`src/rtl/rpn_pkg.sv`:
```
// ----------------------------------------------------------------------------
// rpn_pkg
// Shared constants, codes and types of the postfix expression evaluator.
// ----------------------------------------------------------------------------
package rpn_pkg;

    localparam int STACK_DEPTH = 64;
    localparam int STACK_AW    = $clog2(STACK_DEPTH);
    localparam int CNT_W       = $clog2(STACK_DEPTH + 1);
    localparam int DATA_W      = 32;
    localparam int STEP_W      = $clog2(DATA_W);
    localparam int QUEUE_DEPTH = 2;
    localparam int QPTR_W      = $clog2(QUEUE_DEPTH);
    localparam int QCNT_W      = $clog2(QUEUE_DEPTH + 1);

    localparam logic [7:0] CH_0     = "0";
    localparam logic [7:0] CH_9     = "9";
    localparam logic [7:0] CH_SPACE = " ";
    localparam logic [7:0] CH_ADD   = "+";
    localparam logic [7:0] CH_SUB   = "-";
    localparam logic [7:0] CH_MUL   = "*";
    localparam logic [7:0] CH_DIV   = "/";
    localparam logic [7:0] CH_MOD   = "%";
    localparam logic [7:0] CH_AND   = "&";
    localparam logic [7:0] CH_OR    = "|";
    localparam logic [7:0] CH_XOR   = "^";
    localparam logic [7:0] CH_SHL   = "<";
    localparam logic [7:0] CH_SHR   = ">";
    localparam logic [7:0] CH_POW   = "#";
    localparam logic [7:0] CH_NOT   = "~";
    localparam logic [7:0] CH_NEG   = "$";

    localparam logic REQ_CHAR = 1'b0;
    localparam logic REQ_END  = 1'b1;

    typedef enum logic [2:0] {
        STS_OK,
        STS_DIV_ZERO,
        STS_BAD_SHIFT,
        STS_NEG_EXP,
        STS_MISSING,
        STS_BAD_CHAR,
        STS_UNARY_EMPTY,
        STS_OVERFLOW
    } status_t;

    typedef enum logic [3:0] {
        OP_NOP, OP_ADD, OP_SUB, OP_MUL, OP_DIV, OP_MOD, OP_AND, OP_OR,
        OP_XOR, OP_SHL, OP_SHR, OP_POW, OP_NOT, OP_NEG, OP_BAD, OP_END
    } op_t;

    typedef struct packed {
        op_t               op;
        logic              flush;
        logic [DATA_W-1:0] num;
    } cmd_t;

    typedef struct packed {
        logic push;
        logic full;
    } qctl_t;

    typedef enum logic [2:0] {
        BK_IDLE, BK_FLUSH, BK_EXEC, BK_OPER, BK_DIV, BK_POW, BK_FIN
    } state_t;

endpackage

```
`src/rtl/rpn_cmd_queue.sv`:
```
// ----------------------------------------------------------------------------
// rpn_cmd_queue
// Short command queue between the front and the execution back end.
// ----------------------------------------------------------------------------
module rpn_cmd_queue import rpn_pkg::*; (
    input  logic  clk,
    input  logic  rst_n,
    input  qctl_t qctl,
    input  cmd_t  push_cmd,
    output logic  full,
    input  logic  pop,
    output logic  valid,
    output cmd_t  pop_cmd
);

    cmd_t              slot_reg [QUEUE_DEPTH];
    logic [QPTR_W-1:0] wr_reg, wr_next;
    logic [QPTR_W-1:0] rd_reg, rd_next;
    logic [QCNT_W-1:0] cnt_reg, cnt_next;
    logic              do_push;
    logic              do_pop;

    assign full    = (cnt_reg == QCNT_W'(QUEUE_DEPTH));
    assign valid   = (cnt_reg != '0);
    assign pop_cmd = slot_reg[rd_reg];
    assign do_push = qctl.push && !full;
    assign do_pop  = pop && valid;

    always_comb
    begin
        wr_next  = do_push ? wr_reg + 1'b1 : wr_reg;
        rd_next  = do_pop ? rd_reg + 1'b1 : rd_reg;
        cnt_next = cnt_reg + QCNT_W'(do_push) - QCNT_W'(do_pop);
    end

    always_ff @(posedge clk)
    begin
        if (do_push)
        begin
            slot_reg[wr_reg] <= push_cmd;
        end
    end

    always_ff @(posedge clk or negedge rst_n)
    begin
        if (!rst_n)
        begin
            wr_reg  <= '0;
            rd_reg  <= '0;
            cnt_reg <= '0;
        end
        else
        begin
            wr_reg  <= wr_next;
            rd_reg  <= rd_next;
            cnt_reg <= cnt_next;
        end
    end

endmodule

```
`config.mk`:
```
export PLATFORM = sky130hd
export DESIGN_NAME = rpn_cmd_queue
export DESIGN_NICKNAME = d
export VERILOG_FILES = /design/src/rtl/rpn_pkg.sv /design/src/rtl/rpn_cmd_queue.sv
export SDC_FILE = /design/constraint.sdc
export NUM_CORES = 1
export LEC_CHECK = 0
export ABC_AREA = 1
export BUFFER_PORTS_ARGS = -buffer_cell sky130_fd_sc_hd__buf_4
export CORE_ASPECT_RATIO = 0.5
export CORE_MARGIN = 2
export CORE_UTILIZATION = 40
export DETAILED_ROUTE_END_ITERATION = 10
export PLACE_DENSITY_LB_ADDON = 0.25
export SETUP_SLACK_MARGIN = 0.5
export SLEW_MARGIN = 20
export SYNTH_ARGS = -nofsm -noshare
export SYNTH_HDL_FRONTEND = slang
export SYNTH_SLANG_ARGS = --single-unit
```
`constraint.sdc`:
```
create_clock -name clk -period 5.1 [get_ports clk]
set_input_delay 1.02 -clock clk [delete_from_list [all_inputs] [get_ports clk]]
set_output_delay 1.02 -clock clk [all_outputs]
set_load 0.01 [all_outputs]
```
# Yosys cells after proc, flatten, opt, wreduce, memory -nomap -nowiden
# Memory sizes are Yosys's and may differ from the RTL's.
# Cells that the tools add are included.
# Widths: inputs -> output; s select.
# word_totals
out_inout_bits,39
reg_bits,4
romBits,0
latchBits,0
word_cells,15
mem_bits_rw,74
memories,1
# classes
magnitude_cmp,0
div_mod_pow,0
n_shift,0
n_mul,0
bitwise_logic,0
reduce_logical,4
n_eq_ne,1
muxes,2
add_sub_neg,4
# mem_list
memory,depth,word_bits,rd,rd_ports_with_merged_regs,write_ports,line,text
slot_reg,2,37,1,0,1,rpn_cmd_queue.sv:16,cmd_t slot_reg [QUEUE_DEPTH];
# op_table
cell,count
$add 1x1->1 const B,2
$add 2x1->2,1
$eq 2x2->1 const B,1
$logic_and 1x1->1,2
$mux 1,2
$reduce_bool 2->1,1
$sub 2x1->2,1
$logic_not 1->1,1

# Depth between registers and ports, before layout
# logic_depth
depth_word,5
ltp_mapped,10

# Worst setup path before layout
# OpenSTA, ideal clock, no wires.
# synth_path
kind,input to register
from,in qctl[1] (netlist bit)
to,"mem slot_reg[1][0] (netlist bit), enable pin"
cell_stages,2
slack_ns,2.004
t_arrival_ns,2.664
path_cell_list,nand2_1 nor2_1
# synth_between
elab_chain_cells,3
# synth_lines
item,line,text
from (decl),rpn_cmd_queue.sv:8,"input qctl_t qctl,"
$logic_and 1x1->1,rpn_cmd_queue.sv:26,assign do_push = qctl.push && !full;
$mux 1,rpn_cmd_queue.sv:38,if (do_push)
$mux 1 (implied by the code),rpn_cmd_queue.sv:40,slot_reg[wr_reg] <= push_cmd;
to (decl),rpn_cmd_queue.sv:16,
# Every way passes these cells.

==> results_dict.tcl <==
set metrics [dict create \
    gate_count_after_technology_mapping 226 \
    layout-area-overhead-vs-synth_pct 33.6 \
    finalSetupViolations 0 \
    critical_path.startpoint "rd_reg" \
    power_density_nw_per_um2 589 \
    worst_r2r_path_depth 4 \
    yosysTopAreaCell "sky130_fd_sc_hd__edfxtp_1" \
    final.period_utilization_pct 50.7 \
    dp_slack_ps 2530 \
    gr-usage-all-layers_pct 13.6 \
    final-max-slew-violation-count 0 \
    vdd_drop_max_mv 0.335 \
    dr.first_iter.drc_count 136 \
    netlist_top_cells_count "sky130_fd_sc_hd__nand2_1, sky130_fd_sc_hd__edfxtp_1, sky130_fd_sc_hd__inv_1, sky130_fd_sc_hd__buf_6, sky130_fd_sc_hd__dfrtp_1" \
    cts.hold.buffers_added 0 \
    remaining_drc_errors 0 \
    timing.critical_path.from_type "flip-flop" \
    gr-total-overflow 0 \
    timing_worst_setup_path_type "flip-flop to output pin" \
    maxClockFrequency_ghz 0.387 \
    synth_compound_area_share_pct 0 \
    routed_vias 1825 \
    synth_simple_gate_area_share_pct 16.5 \
    post_cts_resize_count 0 \
    grt_max_degree 39 \
    postSynthNetCount 270 \
    synth-seq-area-share_pct 79.0 \
    worst_slew_pin_slew_ps 760 \
    largest_register_ff_count 74 \
    tns_ps 0 \
    synth_area_um2 2940 \
    synth_xor_area_share_pct 0 \
    number_of_flops_mapped_to_enable_cells_by_yosys 74 \
    antennaDiodeCount 0 \
    worstPathRequired_ps 4080 \
    synth_ff_type "sky130_fd_sc_hd__edfxtp_1" \
    cp_data_arrival_time_ps 1570 \
    clk_path_buf_depth 2 \
    fp.coreArea_um2 7210 \
    number_of_placed_i_o_pins 81 \
    r2r_slack_ps 3170 \
    outcome "finished, final reports clean" \
    final.setup_skew_ps 5.33 \
    htree_levels 3 \
    fraction_of_layout_cells_with_a_size_suffix_above_1_pct 30.8 \
    post-synth-top-area-fraction_pct 75.6 \
    report.final.hold_viol_count 0 \
    nNetsFinal 355 \
    grt_first_pass_wirelength_um 8440 \
    drt_pass1_iterations 4 \
    worstSetupEndpointType "output pin" \
    yosys-top-cells-area "sky130_fd_sc_hd__edfxtp_1, sky130_fd_sc_hd__nand2_1, sky130_fd_sc_hd__dfrtp_1, sky130_fd_sc_hd__buf_6, sky130_fd_sc_hd__inv_1" \
    synth_most_common_cell "sky130_fd_sc_hd__nand2_1" \
    leakage_nw 1.73 \
    timing.max_slew.rel_slack_pct 49.3 \
    post_drt_via_cell_ratio 4.44 \
    initial_utilization_pct 40.8 \
    fp.dieArea_um2 8090 \
    yosys_warnings 0 \
    die_w_um 125 \
    clk_latency_ps 320 \
    r2r-end "slot_reg[0][29]" \
    synth_top_family_by_area "simple AND/OR/NAND/NOR gates" \
    final_period_minus_worst_setup_slack_ps 2590 \
    asyncSetResetFlopFracSynth_pct 5.13 \
    wl_per_cell_um 12.7 \
    buffer_ports.inserted 79 \
    synth_adder_area_share_pct 0.851 \
    dp_hpwl_um 3330 \
    clkTransAtPathRegs_ps 50 \
    setup_ws_ps 2510 \
    cts_num_sinks 78 \
    routabilityCongestion 0.728 \
    yosys-mux-area-fraction_pct 0 \
    die_h_um 64.6 \
    via_count_of_the_first_global_routing_pass 1905 \
    critical_path_peak_fanout 38 \
    rsz_0062_raised_after_global_routing "false" \
    worstReg2RegStart "cnt_reg[1]" \
    cap_violations 0 \
    antenna_found_initial 0 \
    cts_setup_buffers 0 \
    ys_seq_elements 78 \
    rows 22 \
    cts_made_buffers 9 \
    mean_instance_size_in_the_synthesized_netlist_um2 13.0 \
    ant_nets 0 \
    clockRootBuffer "sky130_fd_sc_hd__clkbuf_16" \
    detail_route.wirelength_um 5210 \
    cts_tree "yes" \
    post_synth_num_cell_types 11 \
    min-delay-path-class "primary input to asynchronous set/reset pin" \
]
-- through the flow --
| step | utilization, % | hold WS, ps | cell area (um^2) | power [W] | std cells |
|---|---|---|---|---|---|
| after floorplan | - | 442 | 2940 | 0.00136 | 226 |
| after global placement | 50.0 | 457 | 3600 | 0.00168 | 395 |
| after detailed placement | 50.0 | 483 | 3600 | 0.00170 | 395 |
| after CTS | 54.2 | 471 | 3910 | 0.00234 | 410 |
| after global routing | 54.5 | 470 | 3930 | 0.00245 | 411 |
| final | 54.5 | 479 | 3930 | 0.00231 | 411 |
-- worst max path at each step --
stage	cells after the start	to	slack, ps
4_1_cts	4	pop_cmd[34]	2480
3_3_place_gp	4	slot_reg[0][36]	2550
6_report	4	pop_cmd[11]	2510
5_1_grt	4	pop_cmd[29]	2350
2_1_floorplan	2	slot_reg[1][0]	2000
3_5_place_dp	4	slot_reg[0][36]	2530
-- cell families after synthesis --
group         count (synthesis)
fa+ha+maj                     2
buf+inv                      18
flops                        78
simple gates                128
-- critical path, cell delays in order (launching register included) --
cell and delay [ps]:
sky130_fd_sc_hd__dfrtp_1 380, sky130_fd_sc_hd__inv_2 520, sky130_fd_sc_hd__nand2_1 110, sky130_fd_sc_hd__nand2_1 100, sky130_fd_sc_hd__buf_4 120
-- layout make-up --
cell class | instances | area, um^2
sequential | 78 | 2320
fill | 640 | 3280
clock buffer | 9 | 225
timing repair buffer | 82 | 628
inverter | 10 | 37.5
tap | 96 | 120
clock inverter | 6 | 77.6
multi-input combinational | 130 | 517
-- power breakdown --
part / switching (W) / total (W) / internal, W
Sequential: 0.0000367 / 0.000913 / 0.000877
Combinational: 0.000449 / 0.000764 / 0.000315
Clock: 0.000215 / 0.000635 / 0.000419
Total: 0.000701 / 0.00231 / 0.00161
-- routing by layer --
layer | share of wire [%] | GRT usage, % | up-vias
met3 | 5.8 | 5.37 | 11
met5 | 0 | 0 | -
met4 | 1.6 | 5.14 | 0
met1 | 43 | 14.6 | 850
met2 | 50 | 24.7 | 43
li1 | - | - | 921
-- cells in the final DEF (no fill, tap or decap), drive strengths merged --
cell / n
nor2: 1
nand2: 124
clkbuf: 9
dfrtp: 4
nand3: 3
edfxtp: 74
buf: 82
ha: 2
inv: 10
clkinv: 4
bufinv: 2
Power figures use the tool's default switching activity.
