--- config.mk ---
export PLATFORM = sky130hd
export DESIGN_NAME = rpn_front_flat
export DESIGN_NICKNAME = d
export VERILOG_FILES = /design/src/rtl/rpn_pkg.sv /design/src/rtl/rpn_if.sv /design/src/rtl/rpn_front.sv /design/src/flat_wrapper.sv
export SDC_FILE = /design/constraint.sdc
export NUM_CORES = 1
export LEC_CHECK = 0
export BUFFER_PORTS_ARGS = -buffer_cell sky130_fd_sc_hd__buf_2
export CORE_UTILIZATION = 45
export CTS_BUF_LIST = sky130_fd_sc_hd__clkbuf_8
export DETAILED_ROUTE_END_ITERATION = 10
export SYNTH_ARGS = -nofsm -noshare
export SYNTH_HDL_FRONTEND = slang
export SYNTH_SLANG_ARGS = --single-unit
--- constraint.sdc ---
create_clock -name clk -period 4.2 [get_ports clk]
set_input_delay 1.26 -clock clk [delete_from_list [all_inputs] [get_ports clk]]
set_output_delay 1.26 -clock clk [all_outputs]
set_load 0.05 [all_outputs]
--- src/rtl/rpn_pkg.sv ---
// ----------------------------------------------------------------------------
// rpn_pkg
// Shared constants, codes and types of the postfix expression evaluator.
// ----------------------------------------------------------------------------
package rpn_pkg;

    localparam int STACK_DEPTH = 64;
    localparam int STACK_AW    = $clog2(STACK_DEPTH);
    localparam int CNT_W       = $clog2(STACK_DEPTH + 1);
    localparam int DATA_W      = 32;
    localparam int STEP_W      = $clog2(DATA_W);
    localparam int QUEUE_DEPTH = 2;
    localparam int QPTR_W      = $clog2(QUEUE_DEPTH);
    localparam int QCNT_W      = $clog2(QUEUE_DEPTH + 1);

    localparam logic [7:0] CH_0     = "0";
    localparam logic [7:0] CH_9     = "9";
    localparam logic [7:0] CH_SPACE = " ";
    localparam logic [7:0] CH_ADD   = "+";
    localparam logic [7:0] CH_SUB   = "-";
    localparam logic [7:0] CH_MUL   = "*";
    localparam logic [7:0] CH_DIV   = "/";
    localparam logic [7:0] CH_MOD   = "%";
    localparam logic [7:0] CH_AND   = "&";
    localparam logic [7:0] CH_OR    = "|";
    localparam logic [7:0] CH_XOR   = "^";
    localparam logic [7:0] CH_SHL   = "<";
    localparam logic [7:0] CH_SHR   = ">";
    localparam logic [7:0] CH_POW   = "#";
    localparam logic [7:0] CH_NOT   = "~";
    localparam logic [7:0] CH_NEG   = "$";

    localparam logic REQ_CHAR = 1'b0;
    localparam logic REQ_END  = 1'b1;

    typedef enum logic [2:0] {
        STS_OK,
        STS_DIV_ZERO,
        STS_BAD_SHIFT,
        STS_NEG_EXP,
        STS_MISSING,
        STS_BAD_CHAR,
        STS_UNARY_EMPTY,
        STS_OVERFLOW
    } status_t;

    typedef enum logic [3:0] {
        OP_NOP, OP_ADD, OP_SUB, OP_MUL, OP_DIV, OP_MOD, OP_AND, OP_OR,
        OP_XOR, OP_SHL, OP_SHR, OP_POW, OP_NOT, OP_NEG, OP_BAD, OP_END
    } op_t;

    typedef struct packed {
        op_t               op;
        logic              flush;
        logic [DATA_W-1:0] num;
    } cmd_t;

    typedef struct packed {
        logic push;
        logic full;
    } qctl_t;

    typedef enum logic [2:0] {
        BK_IDLE, BK_FLUSH, BK_EXEC, BK_OPER, BK_DIV, BK_POW, BK_FIN
    } state_t;

endpackage

--- src/rtl/rpn_if.sv ---
// ----------------------------------------------------------------------------
// rpn_in_if / rpn_out_if
// Valid/ready channels for character requests and for results.
// ----------------------------------------------------------------------------
interface rpn_in_if;
    logic       valid;
    logic       ready;
    logic       req_type;
    logic [7:0] char_code;

    modport source (output valid, output req_type, output char_code, input ready);
    modport sink   (input valid, input req_type, input char_code, output ready);
endinterface


--- src/rtl/rpn_front.sv ---
// ----------------------------------------------------------------------------
// rpn_front
// Accepts characters, builds decimal numbers and classifies operators.
// ----------------------------------------------------------------------------
module rpn_front import rpn_pkg::*; (
    input  logic   clk,
    input  logic   rst_n,
    rpn_in_if.sink request,
    output qctl_t  qctl,
    input  logic   q_full,
    output cmd_t   q_cmd
);

    logic [DATA_W-1:0] acc_reg, acc_next;
    logic              pend_reg, pend_next;
    logic              accept;
    logic              is_digit;
    logic [3:0]        digit;
    op_t               op;

    assign request.ready = !q_full;
    assign accept   = request.valid && request.ready;
    assign is_digit = (request.req_type == REQ_CHAR) && (request.char_code >= CH_0)
                      && (request.char_code <= CH_9);
    assign digit    = 4'(request.char_code - CH_0);

    always_comb
    begin
        if (request.req_type == REQ_END)
        begin
            op = OP_END;
        end
        else
        begin
            unique case (request.char_code)
                CH_SPACE: op = OP_NOP;
                CH_ADD:   op = OP_ADD;
                CH_SUB:   op = OP_SUB;
                CH_MUL:   op = OP_MUL;
                CH_DIV:   op = OP_DIV;
                CH_MOD:   op = OP_MOD;
                CH_AND:   op = OP_AND;
                CH_OR:    op = OP_OR;
                CH_XOR:   op = OP_XOR;
                CH_SHL:   op = OP_SHL;
                CH_SHR:   op = OP_SHR;
                CH_POW:   op = OP_POW;
                CH_NOT:   op = OP_NOT;
                CH_NEG:   op = OP_NEG;
                default:  op = OP_BAD;
            endcase
        end
    end

    always_comb
    begin
        acc_next  = acc_reg;
        pend_next = pend_reg;
        if (accept)
        begin
            if (is_digit)
            begin
                // acc * 10 as acc * 8 + acc * 2, wrapping at the word width.
                acc_next  = {acc_reg[DATA_W-4:0], 3'b000} + {acc_reg[DATA_W-2:0], 1'b0}
                            + DATA_W'(digit);
                pend_next = 1'b1;
            end
            else
            begin
                acc_next  = '0;
                pend_next = 1'b0;
            end
        end
    end

    assign qctl.push  = accept && !is_digit;
    assign qctl.full  = q_full;
    assign q_cmd.op    = op;
    assign q_cmd.flush = pend_reg;
    assign q_cmd.num   = acc_reg;

    always_ff @(posedge clk or negedge rst_n)
    begin
        if (!rst_n)
        begin
            acc_reg  <= '0;
            pend_reg <= 1'b0;
        end
        else
        begin
            acc_reg  <= acc_next;
            pend_reg <= pend_next;
        end
    end

endmodule

--- src/flat_wrapper.sv ---
// flat-port wrapper written by rule: the top's interface ports become plain ports
module rpn_front_flat import rpn_pkg::*;
  (clk, rst_n, qctl, q_full, q_cmd, request_valid, request_req_type, request_char_code, request_ready);
  rpn_in_if request_i ();
  input  logic clk;
  input  logic rst_n;
  output qctl_t qctl;
  input  logic q_full;
  output cmd_t q_cmd;
  input wire logic [$bits(request_i.valid)-1:0] request_valid;
  input wire logic [$bits(request_i.req_type)-1:0] request_req_type;
  input wire logic [$bits(request_i.char_code)-1:0] request_char_code;
  output wire logic [$bits(request_i.ready)-1:0] request_ready;
  assign request_i.valid = request_valid;
  assign request_i.req_type = request_req_type;
  assign request_i.char_code = request_char_code;
  assign request_ready = request_i.ready;
  rpn_front u_core (.clk(clk), .rst_n(rst_n), .request(request_i), .qctl(qctl), .q_full(q_full), .q_cmd(q_cmd));
endmodule
**After elaboration in Yosys (flattened, before gate mapping)**

Index checks and enable logic that the tools add are counted.

- Bits in registers: 33
- Latch bits: 0
- Bits in writable memories: 0
- Memory bits (read-only): 0
- Bits of input ports: 13
- Output and inout bits: 40
- Logic and storage cells: 32
- Memories: 0

- $add $sub $neg: 3
- Multipliers: 0
- Divide/modulo/power cells: 0
- $lt $le $gt $ge: 2
- Equal/unequal tests: 14
- Shift-type cells: 0
- Multiplexer cells: 4
- Bitwise logic cells: 1
- Reductions and logical operators: 6

Operators with widths:

| cell | number |
|---|---|
| $eq A8 B6 Y1 const B | 11 |
| $pmux W4 S14 | 1 |
| $add A32 B32 Y32 | 1 |
| $add A32 B4 Y32 | 1 |
| $mux W32 | 1 |
| $eq A8 B7 Y1 const B | 3 |
| $ge A8 B6 Y1 const B | 1 |
| $le A8 B6 Y1 const B | 1 |
| $logic_and A1 B1 Y1 | 4 |
| $mux W4 | 1 |
| $sub A4 B1 Y4 const B | 1 |
| $logic_not A1 Y1 | 2 |
| $mux W1 | 1 |
| $not A1 Y1 | 1 |

**Depth between registers and ports, before layout**

Gate-level depths: netlist of the first run.

- Word-level depth: 5
- Gate-level depth with buffers: 10
- Mapped depth without buffers: 10

**Least setup slack after synthesis of the first run**

Ideal clock, no wire load.

- Kind: input to output
- From: input request_char_code[4]
- To: output q_cmd[33] (netlist bit)
- Arrival time: 3.717 ns
- Data required time: 2.940 ns
- Slack: -0.777 ns
- Cell stages on the path: 4
- Buffers on the path: 1
- Cell sequence: clkbuf_1 -> nor2b_1 -> a32oi_1 -> o311ai_0

RTL lines:

| what | line | source |
|---|---|---|
| start, declared | flat_wrapper.sv:12 | `input wire logic [$bits(request_i.char_code)-1:0] request_char_code;` |
| end, declared | flat_wrapper.sv:9 | `output cmd_t q_cmd;` |

==> impl_results.md, run 1 <==
- Outcome: finished clean
- Final hold violations: 0
- GRT overflow: 0
- First-pass GRT wire length: 17.0 mm
- Cell with the most instances after synthesis: ha_1
- Unrepaired setup endpoints after global routing: yes
- Post-Syn Area: slightly below 4000 um^2
- Mapped Nets: 540
- CTS resizes: 0
- Startpoint types: input pin
- Worst-case clock buffer depth: 2
- Die Y: 94.4 um
- Die Footprint: ~9000 um^2
- Die W: between 90 and 100 um
- Avg Synthesized Cell Area: 8.23 um^2
- Yosys top cell by area: dfrtp_1
- CP max FO: 2
- Max H-tree Level: 2
- Latest clock arrival within the worst-skew pair: approximately 0.30 ns
- PwrDens: 152 nW/um^2
- Final #Nets: approximately 580
- Clock sinks: 33
- Synthesis warning total: 0
- Design Power: between 0.6 and 0.7 mW
- Clock share of power: 0.390
- Fill cells: 864
- # setup viols final: 0
- Synth top area cells: dfrtp_1 (21%), ha_1 (19%), o21ai_0 (5.5%)
- Post-CTS Setup Repair Bufs: 0
- DRC Markers: 0
- CP Data Required Time: between 2 and 3 ns
- Yosys cell types: between 70 and 80
- CTS Hold Bufs: 0
- Vias in the first global route: about 3500
- Pre-CTS setup slack: between 0.03 and 0.04 ns
- Slew Limit Fails: 0
- ANT nets after route: 0
- Vias: approximately 3700
- #FFs+latches synth: 33
- Flip-flop count of the largest register after layout: 32
- Via density: approximately 6.1
- Root Driver: clkbuf_8
- Cts bufs inserted: 5
- Port Buffers: 52
- Seq pwr share: 0.493
- Final instance area: roughly 4300 um^2
- Row cnt: 33
- P_leak: roughly 2.2 nW
- Clk_skew: ~0.014 ns
- GR Util met1: 0.320
- WP data arrival: ~2.9 ns
- Max rail drop VDD: between 80 and 90 uV
- First drt pass iteration count: 5
- Largest net degree at the start of global routing: 36
- P&R area growth vs syn: 10.6%
- Worst Hold Slack: around 0.47 ns
- Fmax: between 0.2 and 0.25 GHz
- Syn Inst Count: 467
- Area of the core: 8260 um^2
- Number of synthesized flops with an enable pin: 0
- Met3 usage: 0.0354
- Async set or reset register ratio after synthesis: 1.00
- CTS tree: built
- Final HPWL DP: 7.65 mm
- Critical path class: input pin to output port
- Comb pwr share: 0.117
- Diodes inserted: 0
- Actual slew at the worst max-slew pin: about 0.81 ns
- DRT iter0 DRCs: 177
- M2 GR Usage: 0.407
- GPL Wtd Cong: 0.934
- Most used routing layer: met2
- Max transition margin: 0.458
- Ports: 53
- TNS Setup: 0 ns
- Initial Utilization: 0.465
- Per-cell routed wire length: around 17 um
- Placed Area: between 4000 and 5000 um^2
- MaxCap Viol Count: 0
- Worst setup EP type: output port
- Share of the synthesized area in the top cell type: 0.215
- Switching pwr: between 0.15 and 0.2 mW
- Internal Power: about 0.47 mW
- Reg clk slew, reported paths: ~0.070 ns
- Synth cell count leaders: ha_1 (58), nand2_1 (45), o21ai_0 (42), a21oi_1 (37), dfrtp_1 (33)
- Final worst path period share: 0.982
- Top FF cell, synth: dfrtp_1
- Switching Fraction: 0.274
- DRT Wirelength: around 10 mm
- Hold WC Path Type: flip-flop to flip-flop
- Post-layout min period: roughly 4.1 ns
- Final worst slack: approximately 0.077 ns
- Part of the Yosys area used for sequential elements: 0.215
- Share of layout cells above drive strength 1: 0.167
- Number of antenna violations at the first check in global routing: 0
- Total GRT Usage: 0.240
[layout by cell type (no fill, tap or decap), types with 4 or more instances in the layout]
master and n:
o211ai_1 7, buf_2 49, nand2b_1 5, dfrtp_1 33
xnor2_1 8, clkbuf_8 6, a21oi_1 36, a22o_1 4
xor2_1 6, or3_1 10, nor2b_1 7, nor2_1 25
buf_4 11, o21ai_0 40, inv_1 14, ha_1 58
nand4_1 7, a21o_1 7, a211oi_1 8, o21a_1 4
nand3_1 23, o21bai_1 4, nand2_1 45, a32o_1 6
nor3_1 13
[power groups by stage]
stage / Combinational, mW / Clock, mW / Sequential (mW)
2_1_floorplan: 0.0438 / 0 / 0.326
3_3_place_gp: 0.0736 / 0 / 0.325
3_5_place_dp: 0.0744 / 0 / 0.325
4_1_cts: 0.0746 / 0.260 / 0.319
5_1_grt: 0.0828 / 0.271 / 0.319
6_report: 0.0757 / 0.252 / 0.319
[critical path, cell delays in order]
cell and delay [ns]:
buf_6 0.09, or4_1 0.50, o21ai_1 0.09, a22oi_1 0.08
or3_1 0.40, a21oi_2 0.14, o211ai_1 0.10, buf_4 0.20
[per-layer routing]
layer,wire length [um],part of all wire
met5,0,0
met4,96,0.0092
met3,428,0.041
met2,4940,0.47
met1,4960,0.48
[final timing paths]
| check | slack [ns] | startpoint | end | cells after the start |
|---|---|---|---|---|
| worst max-delay path | 0.08 | request_char_code[4] | q_cmd[34] | 8 |
| worst min-delay path | 0.47 | u_core.pend_reg$_DFFE_PN0P_ | u_core.pend_reg$_DFFE_PN0P_ | 2 |
| worst max register to register | 1.10 | u_core.acc_reg[14]$_DFFE_PN0P_ | u_core.acc_reg[30]$_DFFE_PN0P_ | 8 |
| worst min register to register | 0.47 | u_core.pend_reg$_DFFE_PN0P_ | u_core.pend_reg$_DFFE_PN0P_ | 2 |
| max in group asynchronous | 2.63 | rst_n | u_core.acc_reg[1]$_DFFE_PN0P_ | 1 |
| min in group asynchronous | 1.05 | rst_n | u_core.acc_reg[25]$_DFFE_PN0P_ | 1 |
[metrics by stage]
step,util,cells
after global placement,0.502,606
final,0.515,613
after detailed placement,0.502,606
after CTS,0.512,613
after global routing,0.515,613
after floorplan,-,467
[cell type report]
type | instances | area (um^2) | area share
Clock buffer | 6 | 82.6 | 0.0194
Clock inverter | 1 | 3.75 | 0.000883
Inverter | 13 | 48.8 | 0.0115
Multi-Input combinational cell | 392 | 2790 | 0.656
Sequential cell | 33 | 826 | 0.194
Tap cell | 105 | 131 | 0.0309
Timing Repair Buffer | 63 | 370 | 0.0871
[cell families after synthesis]
| group | count (synthesis) | synth area share |
|---|---|---|
| simple gates | 159 | 0.214 |
| compound gates | 156 | 0.270 |
| fa+ha+maj | 60 | 0.199 |
| buf+inv | 42 | 0.0628 |
| flops | 33 | 0.215 |
| xor+xnor | 14 | 0.0319 |
| mux | 3 | 0.00781 |
No activity file was read; power rests on OpenSTA's default activity.
==> run 2: changes to the inputs <==
--- a/config.mk
+++ b/config.mk
@@ -5,6 +5,7 @@
 export SDC_FILE = /design/constraint.sdc
 export NUM_CORES = 1
 export LEC_CHECK = 0
+export ABC_AREA = 1
 export BUFFER_PORTS_ARGS = -buffer_cell sky130_fd_sc_hd__buf_2
 export CORE_UTILIZATION = 45
 export CTS_BUF_LIST = sky130_fd_sc_hd__clkbuf_8
==> run 2 against run 1 <==
First-iteration DRC count fell by 23%. Cell count rose by 36%. Die area rose by 7.8%. The flow now finishes with violations (DRC). Sequential cell count did not move. Sequential share of layout area fell by 1.4 points. Combinational power rose by 7.4%. Global-route usage rose by 0.31 points. Critical path depth rose by 2. Worst setup slack improved by 0.24 ns.
==> impl_results.md, run 2 <==
- Avg Synthesized Cell Area: 6.19 um^2 (was 8.23 um^2)
- Cts bufs inserted: 5 (unchanged)
- Hold WC Path Type: flip-flop to flip-flop (unchanged)
- FF-to-FF End: u_core.acc_reg[24]$_DFFE_PN0P_ (was u_core.acc_reg[30]$_DFFE_PN0P_)
- Yosys top cell by area: nand2_1 (was dfrtp_1)
- P_leak: 2.96 nW (was 2.15 nW)
- CP Capture Point: q_cmd[36] (was q_cmd[34])
- Area of the core: 8810 um^2 (was 8260 um^2)
- Fmax: 0.258 GHz (was 0.243 GHz)
- R2R Path Start: u_core.acc_reg[2]$_DFFE_PN0P_ (was u_core.acc_reg[14]$_DFFE_PN0P_)
- Crit. Startpoint: request_char_code[7] (was request_char_code[4])
- CTS resizes: 0 (unchanged)
- #FFs+latches synth: 33 (unchanged)
- Initial Utilization: 0.471 (was 0.465)
- P&R area growth vs syn: 10.1% (was 10.6%)
- WP data arrival: 2.62 ns (was 2.86 ns)
- Design Power: 0.640 mW (was 0.647 mW)
- Share of the synthesized area in the top cell type: 0.233 (was 0.215)
- Synthesis warning total: 0 (unchanged)
- Max H-tree Level: 2 (unchanged)
- Async set or reset register ratio after synthesis: 1.00 (unchanged)
- Highest routing layer actually used: met4 (unchanged)
- Cell with the most instances after synthesis: nand2_1 (was ha_1)
- Worst Hold Slack: 0.485 ns (was 0.474 ns)
- Yosys cell types: 33 (was 74)
- Worst setup EP type: output port (unchanged)
- Max rail drop VDD: 96.8 uV (was 89.5 uV)
- Reg clk slew, reported paths: 0.07 ns (about the same)
- Post-Layout Cell Count: 831 (was 613)
- Flip-flop count of the largest register after layout: 32 (unchanged)
- Post-CTS Setup Repair Bufs: 0 (unchanged)
- Syn Inst Count: 671 (was 467)
- DRT iter0 DRCs: 137 (was 177)
- Number of antenna violations at the first check in global routing: 0 (unchanged)
- Vias in the first global route: 4079 (was 3495)
- Clk_skew: 0.00501 ns (was 0.0137 ns)
- ANT nets after route: 0 (unchanged)
- Worst-case clock buffer depth: 2 (unchanged)
- Vias: 4181 (was 3723)
- # setup viols final: 0 (unchanged)
- DRC Markers: 1 (was 0)
- Part of the Yosys area used for sequential elements: 0.199 (was 0.215)
- CP Data Required Time: 2.94 ns (about the same)
- Slew Limit Fails: 0 (unchanged)
- MaxCap Viol Count: 0 (unchanged)
- First drt pass iteration count: 7 (was 5)
- Die Y: 98.1 um (was 94.4 um)
- GPL Wtd Cong: 0.899 (was 0.934)
- Per-cell routed wire length: 13.1 um (was 17.0 um)
- Diodes inserted: 0 (unchanged)
- Met2 WL post-DR: 5.02 mm (was 4.94 mm)
- DRT Wirelength: 10.9 mm (was 10.4 mm)
- Final HPWL DP: 8.83 mm (was 7.65 mm)
- Die W: 98.1 um (was 94.4 um)
- Worst Reg2Reg Path Length in Cells: 12 (was 8)
- Port Buffers: 52 (unchanged)
- Post-layout min period: 3.88 ns (was 4.12 ns)
- PwrDens: 140 nW/um^2 (was 152 nW/um^2)
- Clock sinks: 33 (unchanged)
- CTS Hold Bufs: 0 (unchanged)
- Row cnt: 34 (was 33)
- Actual slew at the worst max-slew pin: 0.796 ns (was 0.813 ns)
- First-pass GRT wire length: 18.9 mm (was 17.0 mm)
- Final worst path period share: 0.924 (was 0.982)
- Post-Syn Area: 4150 um^2 (was 3840 um^2)
- Max transition margin: 0.469 (was 0.458)
- Latest clock arrival within the worst-skew pair: 0.29 ns (was 0.30 ns)
- Total GRT Usage: 0.243 (was 0.240)
- Largest net degree at the start of global routing: 34 (was 36)
- Failing checks: DRC
- Ports: 53 (unchanged)
- Synth cell count leaders: nand2_1 (258), inv_1 (107), ha_1 (58), nor2_1 (53), nand3_1 (48) (was ha_1 (58), nand2_1 (45), o21ai_0 (42), a21oi_1 (37), dfrtp_1 (33))
- Commonest non-fill, non-tap cell in the layout: nand2_1 (was ha_1)
- Die Footprint: 9610 um^2 (was 8920 um^2)
- Met1 WL: 5.27 mm (was 4.96 mm)
- CTS tree: built (unchanged)
- Commonest non-fill, non-tap cells in the layout: nand2_1 (258), inv_1 (107), ha_1 (58) (was ha_1 (58), buf_2 (49), nand2_1 (45))
- Met3 Wirelength: 341 um (was 428 um)
- Via density: 5.03 (was 6.07)
- Number of synthesized flops with an enable pin: 0 (unchanged)
- Mapped Nets: 744 (was 540)
- Final core utilization: 0.519 (was 0.515)
- Startpoint types: input pin (unchanged)
- Final hold violations: 0 (unchanged)
- Number of placed cells counting well taps: 825 (was 606)
- TNS Setup: 0 ns (unchanged)
- Share of layout cells above drive strength 1: 0.120 (was 0.167)
- Synth top area cells: nand2_1 (23%), dfrtp_1 (20%), ha_1 (17%) (was dfrtp_1 (21%), ha_1 (19%), o21ai_0 (5.5%))
- Root Driver: clkbuf_8 (unchanged)
- Outcome: finished, violations left (was finished clean)
- CP max FO: 4 (was 2)
- Critical path class: input pin to output port (unchanged)
- Unrepaired setup endpoints after global routing: no (was yes)
- Top FF cell, synth: dfrtp_1 (unchanged)
- Final #Nets: 797 (was 581)
- R2R setup slack: 1.59 ns (was 1.10 ns)
- GRT overflow: 0 (unchanged)
run 2: worst min path at each step:
stage / startpoint / end / slack (ns) / depth (start not counted)
2_1_floorplan: u_core.pend_reg$_DFFE_PN0P_ / u_core.pend_reg$_DFFE_PN0P_ / 0.45 / 2
3_3_place_gp: u_core.acc_reg[31]$_DFFE_PN0P_ / u_core.acc_reg[31]$_DFFE_PN0P_ / 0.46 / 2
3_5_place_dp: u_core.acc_reg[31]$_DFFE_PN0P_ / u_core.acc_reg[31]$_DFFE_PN0P_ / 0.47 / 2
4_1_cts: u_core.acc_reg[31]$_DFFE_PN0P_ / u_core.acc_reg[31]$_DFFE_PN0P_ / 0.49 / 2
5_1_grt: u_core.acc_reg[31]$_DFFE_PN0P_ / u_core.acc_reg[31]$_DFFE_PN0P_ / 0.53 / 2
6_report: u_core.acc_reg[31]$_DFFE_PN0P_ / u_core.acc_reg[31]$_DFFE_PN0P_ / 0.48 / 2
run 2: area by class of cell:
type                    count  area, um^2
well taps                 108         135
fillers                   934        4240
inverters                 111         417
multi-input cells         520        2850
clock inverters             1        5.00
clock buffers               5        68.8
flip-flops and latches     33         826
repair buffers             53         268
run 2: critical path, cell delays in order:
cell	delay (ns)
buf_2	0.13
nor2_1	0.14
nand2_1	0.12
nor3_1	0.29
nand3_1	0.16
nand2_1	0.09
nor2_1	0.04
nand3_1	0.11
nand3_1	0.08
buf_2	0.21
run 2: where the power goes:
group / internal, mW / total, mW / switching (mW)
logic: 0.0212 / 0.0813 / 0.0601
clock network: 0.109 / 0.238 / 0.128
registers: 0.319 / 0.321 / 0.00164
run 2: metal layers:
metal / global-route usage / vias up
met2: 0.418 / 80
met4: 0.0769 / 0
met3: 0.0286 / 16
met5: 0 / -
li1: - / 2207
met1: 0.318 / 1878
run 2: stage by stage:
step | cell area, um^2 | setup WS [ns]
3_5_place_dp | 4500 | 0.358
5_1_grt | 4570 | 0.0963
2_1_floorplan | 4150 | 0.210
6_report | 4570 | 0.318
4_1_cts | 4570 | 0.348
3_3_place_gp | 4500 | 0.444
run 2: logic make-up (layout without fill, tap and decap cells):
logic type	count (synthesis)	in the layout	share of synthesized area
and+or+nand+nor	396	396	0.402
buffers and inverters	118	170	0.114
adders and majority gates	60	60	0.184
AOI/OAI and AO/OA	55	55	0.0814
DFF	33	33	0.199
xor gates and xnor gates	9	9	0.0190
